## config.mk

```make
export PLATFORM = sky130hd
export DESIGN_NAME = crc_checked_frame_deframer
export DESIGN_NICKNAME = d
export VERILOG_FILES = /design/src/hw/rtl/crcdf_pkg.sv /design/src/hw/rtl/crcdf_cfg_regs.sv /design/src/hw/rtl/crcdf_parser.sv /design/src/hw/rtl/crc_checked_frame_deframer.sv
export SDC_FILE = /design/constraint.sdc
export NUM_CORES = 1
export LEC_CHECK = 0
export ABC_AREA = 1
export BUFFER_PORTS_ARGS = -buffer_cell sky130_fd_sc_hd__buf_2
export CAP_MARGIN = 20
export CORE_MARGIN = 1.5
export CORE_UTILIZATION = 26
export DETAILED_ROUTE_END_ITERATION = 10
export PLACE_DENSITY = 0.53
export SLEW_MARGIN = 0
export SYNTH_ARGS = -nofsm -noshare
export SYNTH_HDL_FRONTEND = slang
export SYNTH_SLANG_ARGS = --single-unit
```

## constraint.sdc

```tcl
create_clock -name clk_i -period 4.6 [get_ports clk_i]
set_input_delay 0.46 -clock clk_i [delete_from_list [all_inputs] [get_ports clk_i]]
set_output_delay 0.46 -clock clk_i [all_outputs]
set_load 0.03 [all_outputs]
```

## src/hw/rtl/crcdf_pkg.sv

```systemverilog
package crcdf_pkg;

  localparam logic [7:0]  MAGIC_A  = 8'hAA;
  localparam logic [7:0]  MAGIC_B  = 8'h55;
  localparam logic [15:0] CRC_POLY = 16'h1021;
  localparam logic [15:0] CRC_INIT = 16'hFFFF;

  localparam int NUM_CODES = 6;
  localparam int CFG_IDX_W = 3;
  localparam int CFG_DAT_W = 16;
  localparam int IDX_W     = 17;

  // configuration register indexes
  localparam logic [CFG_IDX_W-1:0] CFG_CODE_AUDIO      = 3'd0;
  localparam logic [CFG_IDX_W-1:0] CFG_CODE_SET_PARAM  = 3'd1;
  localparam logic [CFG_IDX_W-1:0] CFG_CODE_GET_STATUS = 3'd2;
  localparam logic [CFG_IDX_W-1:0] CFG_CODE_ACK        = 3'd3;
  localparam logic [CFG_IDX_W-1:0] CFG_CODE_STATUS     = 3'd4;
  localparam logic [CFG_IDX_W-1:0] CFG_CODE_SPECTRUM   = 3'd5;
  localparam logic [CFG_IDX_W-1:0] CFG_AUDIO_MAX       = 3'd6;
  localparam logic [CFG_IDX_W-1:0] CFG_SPECTRUM_MAX    = 3'd7;

  // event codes
  localparam logic [2:0] EV_NONE    = 3'd0;
  localparam logic [2:0] EV_BODY    = 3'd1;
  localparam logic [2:0] EV_CRC_OK  = 3'd2;
  localparam logic [2:0] EV_CRC_BAD = 3'd3;
  localparam logic [2:0] EV_ABORT   = 3'd4;

  typedef enum logic [2:0] {
    K_AUDIO,
    K_SET,
    K_GET,
    K_ACK,
    K_STATUS,
    K_SPEC,
    K_NONE
  } kind_e;

  typedef struct packed {
    logic [NUM_CODES-1:0][7:0] code;
    logic [15:0]               audio_max;
    logic [15:0]               spectrum_max;
  } cfg_t;

  typedef struct packed {
    logic [2:0]       event_res;
    logic [7:0]       frame_type;
    logic [IDX_W-1:0] body_index;
    logic [7:0]       body_byte;
    logic             in_frame;
  } res_t;

  // first match wins, lowest index first
  function automatic kind_e kind_of(cfg_t c, logic [7:0] t);
    kind_e k;
    k = K_NONE;
    for (int i = NUM_CODES - 1; i >= 0; i--) begin
      if (c.code[i] == t) begin
        k = kind_e'(3'(i));
      end
    end
    return k;
  endfunction

  function automatic logic [15:0] crc_byte(logic [15:0] crc, logic [7:0] b);
    logic [15:0] c;
    c = crc ^ {b, 8'h00};
    for (int i = 0; i < 8; i++) begin
      c = c[15] ? ({c[14:0], 1'b0} ^ CRC_POLY) : {c[14:0], 1'b0};
    end
    return c;
  endfunction

endpackage

```

## src/hw/rtl/crcdf_cfg_regs.sv

```systemverilog
module crcdf_cfg_regs (
  input  logic                                clk_i,
  input  logic                                rst_ni,
  input  logic                                cfg_valid_i,
  output logic                                cfg_ready_o,
  input  logic [crcdf_pkg::CFG_IDX_W-1:0]     cfg_index_i,
  input  logic [crcdf_pkg::CFG_DAT_W-1:0]     cfg_data_i,
  output crcdf_pkg::cfg_t                     cfg_o
);

  crcdf_pkg::cfg_t cfg_q, cfg_d;

  assign cfg_ready_o = 1'b1;
  assign cfg_o       = cfg_q;

  always_comb begin
    cfg_d = cfg_q;
    if (cfg_valid_i) begin
      case (cfg_index_i)
        crcdf_pkg::CFG_CODE_AUDIO:      cfg_d.code[0] = cfg_data_i[7:0];
        crcdf_pkg::CFG_CODE_SET_PARAM:  cfg_d.code[1] = cfg_data_i[7:0];
        crcdf_pkg::CFG_CODE_GET_STATUS: cfg_d.code[2] = cfg_data_i[7:0];
        crcdf_pkg::CFG_CODE_ACK:        cfg_d.code[3] = cfg_data_i[7:0];
        crcdf_pkg::CFG_CODE_STATUS:     cfg_d.code[4] = cfg_data_i[7:0];
        crcdf_pkg::CFG_CODE_SPECTRUM:   cfg_d.code[5] = cfg_data_i[7:0];
        crcdf_pkg::CFG_AUDIO_MAX:       cfg_d.audio_max = cfg_data_i;
        crcdf_pkg::CFG_SPECTRUM_MAX:    cfg_d.spectrum_max = cfg_data_i;
        default:                        cfg_d = cfg_q;
      endcase
    end
  end

  always_ff @(posedge clk_i or negedge rst_ni) begin
    if (!rst_ni) begin
      cfg_q.code[0]      <= 8'd1;
      cfg_q.code[1]      <= 8'd2;
      cfg_q.code[2]      <= 8'd3;
      cfg_q.code[3]      <= 8'd4;
      cfg_q.code[4]      <= 8'd5;
      cfg_q.code[5]      <= 8'd6;
      cfg_q.audio_max    <= 16'd1024;
      cfg_q.spectrum_max <= 16'd128;
    end else begin
      cfg_q <= cfg_d;
    end
  end

endmodule

```

## src/hw/rtl/crcdf_parser.sv

```systemverilog
module crcdf_parser (
  input  logic              clk_i,
  input  logic              rst_ni,
  input  logic              step_i,
  input  logic [7:0]        data_i,
  input  crcdf_pkg::cfg_t   cfg_i,
  output crcdf_pkg::res_t   res_o
);

  localparam int W = crcdf_pkg::IDX_W;

  localparam logic [2:0] PH_MAGIC0 = 3'd0;
  localparam logic [2:0] PH_MAGIC1 = 3'd1;
  localparam logic [2:0] PH_TYPE   = 3'd2;
  localparam logic [2:0] PH_BODY   = 3'd3;
  localparam logic [2:0] PH_CRC0   = 3'd4;
  localparam logic [2:0] PH_CRC1   = 3'd5;

  logic [2:0]   phase_q, phase_d;
  logic [7:0]   type_q, type_d;
  logic [W-1:0] have_q, have_d;
  logic [W-1:0] need_q, need_d;
  logic         added_q, added_d;
  logic [15:0]  crc_q, crc_d;
  logic [7:0]   crc_lo_q, crc_lo_d;
  logic [7:0]   len_lo_q, len_lo_d;

  crcdf_pkg::kind_e kind;
  logic             clr;
  logic [15:0]      len;
  logic [15:0]      cap;
  logic [2:0]       ev;
  logic [7:0]       ft;
  logic [W-1:0]     idx;
  logic [7:0]       bb;

  always_comb begin
    phase_d  = phase_q;
    type_d   = type_q;
    have_d   = have_q;
    need_d   = need_q;
    added_d  = added_q;
    crc_d    = crc_q;
    crc_lo_d = crc_lo_q;
    len_lo_d = len_lo_q;
    clr      = 1'b0;
    ev       = crcdf_pkg::EV_NONE;
    ft       = 8'd0;
    idx      = '0;
    bb       = 8'd0;
    len      = {data_i, len_lo_q};
    kind     = crcdf_pkg::kind_of(cfg_i, (phase_q == PH_TYPE) ? data_i : type_q);
    cap      = (kind == crcdf_pkg::K_AUDIO) ? cfg_i.audio_max : cfg_i.spectrum_max;

    case (phase_q)
      PH_MAGIC0: begin
        if (data_i == crcdf_pkg::MAGIC_A) phase_d = PH_MAGIC1;
      end
      PH_MAGIC1: begin
        if (data_i == crcdf_pkg::MAGIC_B) begin
          phase_d = PH_TYPE;
        end else if (data_i != crcdf_pkg::MAGIC_A) begin
          phase_d = PH_MAGIC0;
        end
      end
      PH_TYPE: begin
        if (kind == crcdf_pkg::K_NONE) begin
          phase_d = (data_i == crcdf_pkg::MAGIC_A) ? PH_MAGIC1 : PH_MAGIC0;
        end else begin
          type_d  = data_i;
          crc_d   = crcdf_pkg::crc_byte(crcdf_pkg::CRC_INIT, data_i);
          have_d  = '0;
          added_d = 1'b0;
          case (kind)
            crcdf_pkg::K_SET:    need_d = W'(5);
            crcdf_pkg::K_GET:    need_d = '0;
            crcdf_pkg::K_ACK:    need_d = W'(2);
            crcdf_pkg::K_STATUS: need_d = W'(14);
            default:             need_d = W'(3);
          endcase
          phase_d = (need_d == '0) ? PH_CRC0 : PH_BODY;
        end
      end
      PH_BODY: begin
        crc_d = crcdf_pkg::crc_byte(crc_q, data_i);
        if (!added_q && have_q == W'(1)) len_lo_d = data_i;
        if ((kind == crcdf_pkg::K_AUDIO || kind == crcdf_pkg::K_SPEC) &&
            !added_q && have_q == W'(2)) begin
          if (len == 16'd0 || len > cap) begin
            clr = 1'b1;
            ev  = crcdf_pkg::EV_ABORT;
            ft  = type_q;
          end else begin
            added_d = 1'b1;
            need_d  = need_q + W'(len);
          end
        end
        if (!clr) begin
          ev     = crcdf_pkg::EV_BODY;
          idx    = have_q;
          bb     = data_i;
          have_d = have_q + W'(1);
          if (have_d == need_d) phase_d = PH_CRC0;
        end
      end
      PH_CRC0: begin
        crc_lo_d = data_i;
        phase_d  = PH_CRC1;
      end
      PH_CRC1: begin
        ev  = ({data_i, crc_lo_q} == crc_q) ? crcdf_pkg::EV_CRC_OK : crcdf_pkg::EV_CRC_BAD;
        ft  = type_q;
        clr = 1'b1;
      end
      default: clr = 1'b1;
    endcase

    if (clr) begin
      phase_d  = PH_MAGIC0;
      type_d   = 8'd0;
      have_d   = '0;
      need_d   = '0;
      added_d  = 1'b0;
      crc_d    = crcdf_pkg::CRC_INIT;
      crc_lo_d = 8'd0;
      len_lo_d = 8'd0;
    end

    if (ev == crcdf_pkg::EV_NONE || ev == crcdf_pkg::EV_BODY) ft = type_d;

    res_o.event_res  = ev;
    res_o.frame_type = ft;
    res_o.body_index = idx;
    res_o.body_byte  = bb;
    res_o.in_frame   = (phase_d != PH_MAGIC0);
  end

  always_ff @(posedge clk_i or negedge rst_ni) begin
    if (!rst_ni) begin
      phase_q  <= PH_MAGIC0;
      type_q   <= 8'd0;
      have_q   <= '0;
      need_q   <= '0;
      added_q  <= 1'b0;
      crc_q    <= crcdf_pkg::CRC_INIT;
      crc_lo_q <= 8'd0;
      len_lo_q <= 8'd0;
    end else if (step_i) begin
      phase_q  <= phase_d;
      type_q   <= type_d;
      have_q   <= have_d;
      need_q   <= need_d;
      added_q  <= added_d;
      crc_q    <= crc_d;
      crc_lo_q <= crc_lo_d;
      len_lo_q <= len_lo_d;
    end
  end

endmodule

```

## src/hw/rtl/crc_checked_frame_deframer.sv

```systemverilog
// path: an accepted byte reaches its result word at the outputs through the
//   input register and the result register
// throughput: one byte per cycle while the output is not stalled; the parse and crc
//   update lie between the input register and the result register
// reset: asynchronous, active low; the parser returns to magic hunting with the
//   crc at ffff and the configuration registers take their default values
module crc_checked_frame_deframer (
  input  logic                                clk_i,
  input  logic                                rst_ni,
  input  logic                                in_valid_i,
  output logic                                in_stall_o,
  input  logic [7:0]                          data_byte_i,
  output logic                                out_valid_o,
  input  logic                                out_stall_i,
  output logic [2:0]                          event_res_o,
  output logic [7:0]                          frame_type_o,
  output logic [crcdf_pkg::IDX_W-1:0]         body_index_o,
  output logic [7:0]                          body_byte_o,
  output logic                                in_frame_o,
  input  logic                                cfg_valid_i,
  output logic                                cfg_ready_o,
  input  logic [crcdf_pkg::CFG_IDX_W-1:0]     cfg_index_i,
  input  logic [crcdf_pkg::CFG_DAT_W-1:0]     cfg_data_i
);

  crcdf_pkg::cfg_t cfg;
  crcdf_pkg::res_t res;
  crcdf_pkg::res_t res_q;

  logic       in_v_q, in_v_d;
  logic [7:0] in_byte_q;
  logic       out_v_q, out_v_d;
  logic       advance;
  logic       accept;

  assign advance    = in_v_q && (!out_v_q || !out_stall_i);
  assign in_stall_o = in_v_q && !advance;
  assign accept     = in_valid_i && !in_stall_o;

  always_comb begin
    in_v_d = in_v_q;
    if (accept) begin
      in_v_d = 1'b1;
    end else if (advance) begin
      in_v_d = 1'b0;
    end
    out_v_d = out_v_q;
    if (advance) begin
      out_v_d = 1'b1;
    end else if (out_v_q && !out_stall_i) begin
      out_v_d = 1'b0;
    end
  end

  always_ff @(posedge clk_i or negedge rst_ni) begin
    if (!rst_ni) begin
      in_v_q  <= 1'b0;
      out_v_q <= 1'b0;
    end else begin
      in_v_q  <= in_v_d;
      out_v_q <= out_v_d;
    end
  end

  always_ff @(posedge clk_i) begin
    if (accept) in_byte_q <= data_byte_i;
    if (advance) res_q <= res;
  end

  crcdf_cfg_regs u_cfg (
    .clk_i       (clk_i),
    .rst_ni      (rst_ni),
    .cfg_valid_i (cfg_valid_i),
    .cfg_ready_o (cfg_ready_o),
    .cfg_index_i (cfg_index_i),
    .cfg_data_i  (cfg_data_i),
    .cfg_o       (cfg)
  );

  crcdf_parser u_parser (
    .clk_i  (clk_i),
    .rst_ni (rst_ni),
    .step_i (advance),
    .data_i (in_byte_q),
    .cfg_i  (cfg),
    .res_o  (res)
  );

  assign out_valid_o  = out_v_q;
  assign event_res_o  = res_q.event_res;
  assign frame_type_o = res_q.frame_type;
  assign body_index_o = res_q.body_index;
  assign body_byte_o  = res_q.body_byte;
  assign in_frame_o   = res_q.in_frame;

endmodule

```

======== Word level (Yosys, flattened, before mapping) ========
Cells that the tools add are included.
operators by class
  add/sub/neg operators ................... 2
  $mul .................................... 0
  divide/modulo/power cells ............... 0
  $lt $le $gt $ge ......................... 1
  equal/unequal tests ..................... 36
  shift-type cells ........................ 0
  multiplexer cells ....................... 80
  bitwise logic cells ..................... 19
  reduce and logical (&&, ||, !) cells .... 44
operators with widths
  cell                                                                     number
  13-bit 2-to-1 mux                                                        16
  17-bit 2-to-1 mux                                                        10
  8-bit 2-to-1 mux                                                         12
  17-bit case mux with 2 select lines                                      2
  8-bit equality test                                                      6
  16-bit 2-to-1 mux                                                        3
  3-bit 2-to-1 mux                                                         16
  3-bit NOT                                                                16
  16-bit case mux with 2 select lines                                      1
  3-bit equality test (second input constant)                              9
  3-bit by 2-bit equality test with 1-bit output (second input constant)   6
  2-bit AND reduction                                                      9
  17-bit by 1-bit adder with 17-bit output (second input constant)         1
  17-bit by 16-bit adder with 17-bit output                                1
  17-bit by 1-bit equality test with 1-bit output (second input constant)  1
  17-bit equality test                                                     1
  17-bit by 2-bit equality test with 1-bit output (second input constant)  1
  17-bit logical NOT                                                       1
  16-bit equality test                                                     1
  16-bit > comparator                                                      1
  16-bit logical NOT                                                       1
  16-bit NOT                                                               1
  4-bit case mux with 4 select lines                                       1
  8-bit case mux with 2 select lines                                       1
  other kinds (24)                                                         64
word-level totals
  bits in registers ....................... 205
  bits in latches ......................... 0
  RAM bits ................................ 0
  ROM bits ................................ 0
  bits of input ports ..................... 32
  word-level logic and storage cells ...... 206
  memories kept ........................... 0

======== Depth between registers and ports, before layout ========
  depth in word-level cells ............... 22
  depth in mapped cells ................... 38
  depth with buffers taken out ............ 37

======== By module ========
From an unflattened synthesis, not the netlist that was laid out.
second synthesis, totals
  cells, all modules ...................... 1,605
  area, all modules ....................... 12,634.6 um^2
modules (own cells, without submodules)
  module                      times used  cells an instance  area an instance (um^2)
  crcdf_parser                1           1,183              7,990.2
  crcdf_cfg_regs              1           365                3,198.1
  crc_checked_frame_deframer  1           57                 1,446.4

======== Least setup slack after synthesis ========
Ideal clock, no wire load.
  path kind ............................... register -> register
  start point ............................. register u_parser.phase_q[2]
  end point ............................... register res_q (netlist bit in_frame_o), data pin
  data arrival time ....................... 4.145 ns
  data required time ...................... 4.341 ns
  setup slack ............................. 0.196 ns
  stages on the path, launching flop included .. 34
  clock period less this slack ............ 4.404 ns
  cell sequence ........................... dfrtp_1 > inv_2 > nand3_2 > nand2_1 > nand2_1 > xor2_1 > nand2_1 > nor2_1 > nand2_1 > buf_2 > clkbuf_1 > o21ai_0 > ha_1 > inv_1 > nor2_1 > o211ai_1 > a21boi_0 > o21ai_0 > nand2_1 > nand2_1 > nand2_1 > clkinv_1 > clkbuf_1 > nand4_1 > nand3_1 > nand2_1 > nor2_1 > nand2_1 > nor2_1 > nand2_1 > nand2_1 > nand3_1 > nand2_1 > nand3_1
RTL lines
  what                      line                              text
  start: declaration        crcdf_parser.sv:19                logic [2:0] phase_q, phase_d;
  start signal: assignment  crcdf_parser.sv:149               phase_q <= phase_d;
  end signal: assignment    crc_checked_frame_deframer.sv:67  if (advance) res_q <= res;
  end: declaration          crc_checked_frame_deframer.sv:28  crcdf_pkg::res_t res_q;

==> flow_summary.ini <==
[critical_path]
crit_top_cell = nand2_1
r2r-start = u_parser.phase_q[2]
critPathRequiredTime_ns = 4.90
worst_r2r_endpoint = in_frame_o
cp-startpoint = u_parser.phase_q[2]
startpoint_type = register
path_buf_inv = 7
cp-end-kind = register
cp_slowest_cell = dfrtp_1
critical_path_class = register to register
critical-path-max-stage-delay_ns = 0.39
critPathMaxFanout = 12
cp_data_arrival_time_ns = 4.78
path_delay_family = simple AND/OR/NAND/NOR gates
r2r_cells = 33
reg2reg_setup_slack_ns = 0.12

[placement]
io_buffers = 70
gp_congestion = 0.8881
place_hpwl_um = 28920

[power_and_ir_drop]
vdd.ir_drop.worst_mv = 0.2357
p_total_uw = 6441
pwr-share-comb = 0.307
clock_power_share = 0.342
power_density_mw_per_mm2 = 422.2
switching_share = 0.3446
p_leak_uw = 0.007439
p_int_uw = 4221
switching_power_uw = 2220
pwr-share-seq = 0.351

[synth]
syn-cell-area_mm2 = 0.01213
yosys_most_used_dff = dfrtp_1
synth_top_cell_by_area = dfrtp_1
synth_nets = 1640
yosysSeqAreaShare = 0.4442
synth_top_area_frac = 0.2743
synthTopCellsByCount = 427 x nand2_1, 182 x inv_1, 155 x o21ai_0, 133 x dfrtp_1, 133 x nor2_1
synth_most_common_cell = nand2_1
synth_edf_count = 45
ys_ff_latch = 205
ys_types = 51
async_flop_share = 0.7805
synthTopCellsByArea = dfrtp_1 27%, nand2_1 13%, edfxtp_1 11%
syn_inst = 1572
yosysWarnings = 0
avgSynthCellArea_um2 = 7.718

[clock_tree]
cts_max_level = 1
clock_path_buffers = 3
clk_latency_ns = 0.56
cts-root-buf = clkbuf_16
cts_tree = built
clkTransAtPathRegs_ns = 0.06
cts_buffers = 26
numClockSinks = 205

[die]
core_mm2 = 0.04567
core.rowCount = 78
dieArea_mm2 = 0.04797
initial_core_util = 0.2656
fp.dieH_um = 219.0
die_w_um = 219.0
num_io_pins = 72

[hold_path]
min_from = data_byte_i[0]
hold_end = in_byte_q[0]
hold_depth = 1
hold_path_class = primary input to register

[drt]
vias = 11130
ant_nets = 0
finalWirelength_um = 39290
drc_errors = 0
wl_per_cell_um = 16.57
vias_per_cell = 4.696
drt-initial-drc-count = 810
dr.pass1.iters = 5

[global_route]
grt_max_degree = 82
grt_pass1_wl_um = 61300
overflow = 0
track_usage = 0.1632
first_global_vias = 10760
antenna_found_initial = 0

[timing]
clock_skew_ns = 0.01898
relSlewSlack = 0.4172
period_needed_ns = 4.483
clock.fmax_mhz = 223.1
worst_pin_slew_ns = 0.8721
setup_viol = 0
period_share = 0.9746
rsz0062_at_grt = true
holdWs_ns = 0.08292
drv_slew = 0
timing.final.hold_violations = 0

[layout]
syn2layout_area_growth_pct = 25.74
drive_gt1_frac = 0.2055
nets = 1819
n_antenna_cell = 0

[flow_run]
drv_cap = 0

[outcome]
outcome = completed
repair_timing:
action,CTS,global route
gates cloned,0,3
hold endpoints to repair,39,0
gates resized for setup,13,76
hold buffers,1,0
setup buffers,3,12
endpoints found under the setup margin,5,83
pin swaps,3,36
logic make-up after synthesis:
family                   synth area share
AND/OR/NAND/NOR                    0.2692
adder cells (fa/ha/maj)           0.03774
AO/OA/AOI/OAI                      0.1216
flip-flops                         0.4442
buffers and inverters             0.07848
XOR/XNOR                          0.04115
multiplexers                     0.007425
other                           0.0003091
worst reg2reg max path: cells and delay by family (launching register included):
| kind | cells | cell delay, ns |
|---|---|---|
| fa+ha+maj | 1 | 0.29 |
| flops | 1 | 0.39 |
| xor+xnor | 1 | 0.13 |
| simple gates | 21 | 2.07 |
| buf+inv | 7 | 0.94 |
| compound gates | 3 | 0.41 |
worst max path at each step:
| stage | end | slack (ns) | depth (start not counted) |
|---|---|---|---|
| after detailed placement | in_frame_o | -0.17 | 34 |
| after global routing | in_frame_o | -0.22 | 36 |
| after CTS | in_frame_o | 0.01 | 36 |
| after global placement | in_frame_o | -0.12 | 34 |
| final | in_frame_o | 0.12 | 33 |
| after floorplan | in_frame_o | 0.20 | 33 |
through the flow:
step	std cells	util	area (µm²)	setup TNS (ns)	setup slack, ns
6_report	2371	0.3340	15260	0	0.1170
5_1_grt	2371	0.3340	15260	-0.5237	-0.2231
4_1_cts	2357	0.3264	14910	0	0.01432
3_5_place_dp	2305	0.3047	13910	-0.2638	-0.1656
3_3_place_gp	2305	0.3047	13910	-0.1155	-0.1155
2_1_floorplan	1572	-	12130	0	0.1959
cell type report:
| class | count | area, µm² |
|---|---|---|
| fill | 4875 | 30420 |
| timing repair buffer | 200 | 1443 |
| tap | 600 | 750.7 |
| clock buffer | 37 | 744.5 |
| multi-input combinational | 1126 | 6028 |
| sequential | 205 | 5390 |
| inverter | 192 | 725.7 |
| clock inverter | 11 | 173.9 |
state kept, by name (all words and copies together), names as in the netlist:
name and cells:
u_parser.added_q 1, u_parser.crc_lo_q 8, in_v_q 1, u_parser.crc_q 16
out_valid_o 1, event_res_o 3, body_byte_o 8, u_cfg.cfg_o 80
u_parser.need_q 17, u_parser.phase_q 3, u_parser.type_q 8, in_byte_q 8
in_frame_o 1, frame_type_o 8, u_parser.len_lo_q 8, u_parser.have_q 17
body_index_o 17
layer usage:
layer | share of wire | up-vias | global-route usage
met5 | 0 | - | 0
met1 | 0.47 | 5273 | 0.2302
li1 | - | 5545 | -
met2 | 0.45 | 259 | 0.2614
met3 | 0.048 | 57 | 0.02190
met4 | 0.026 | 0 | 0.04269
cells in the final DEF (no fill, tap or decap), drive strengths merged:
master / n
o41ai: 1
o221a: 1
or3: 1
fa: 1
clkinv: 5
or2: 7
dfstp: 27
nand4: 28
a21oi: 40
ha: 35
xnor2: 21
nor3: 12
xor2: 36
nand3: 114
o221ai: 8
bufinv: 4
o21a: 2
o22ai: 28
mux2: 8
nand3b: 17
a211oi: 1
nand2: 436
a21boi: 1
o31ai: 2
conb: 1
a31oi: 15
dlygate4sd3: 1
a21o: 2
clkinvlp: 1
o21ai: 157
a41oi: 5
dfrtp: 133
buf: 197
nor2: 137
o211ai: 1
nor4: 8
clkbuf: 39
edfxtp: 45
inv: 193
power groups by stage:
| stage | logic [µW] | registers, µW | clock network, µW |
|---|---|---|---|
| 2_1_floorplan | 1090 | 2330 | 0 |
| 3_3_place_gp | 1790 | 2280 | 0 |
| 3_5_place_dp | 1810 | 2280 | 0 |
| 4_1_cts | 1840 | 2250 | 2270 |
| 5_1_grt | 2230 | 2280 | 2340 |
| 6_report | 1980 | 2260 | 2200 |
Power figures use the tool's default switching activity.
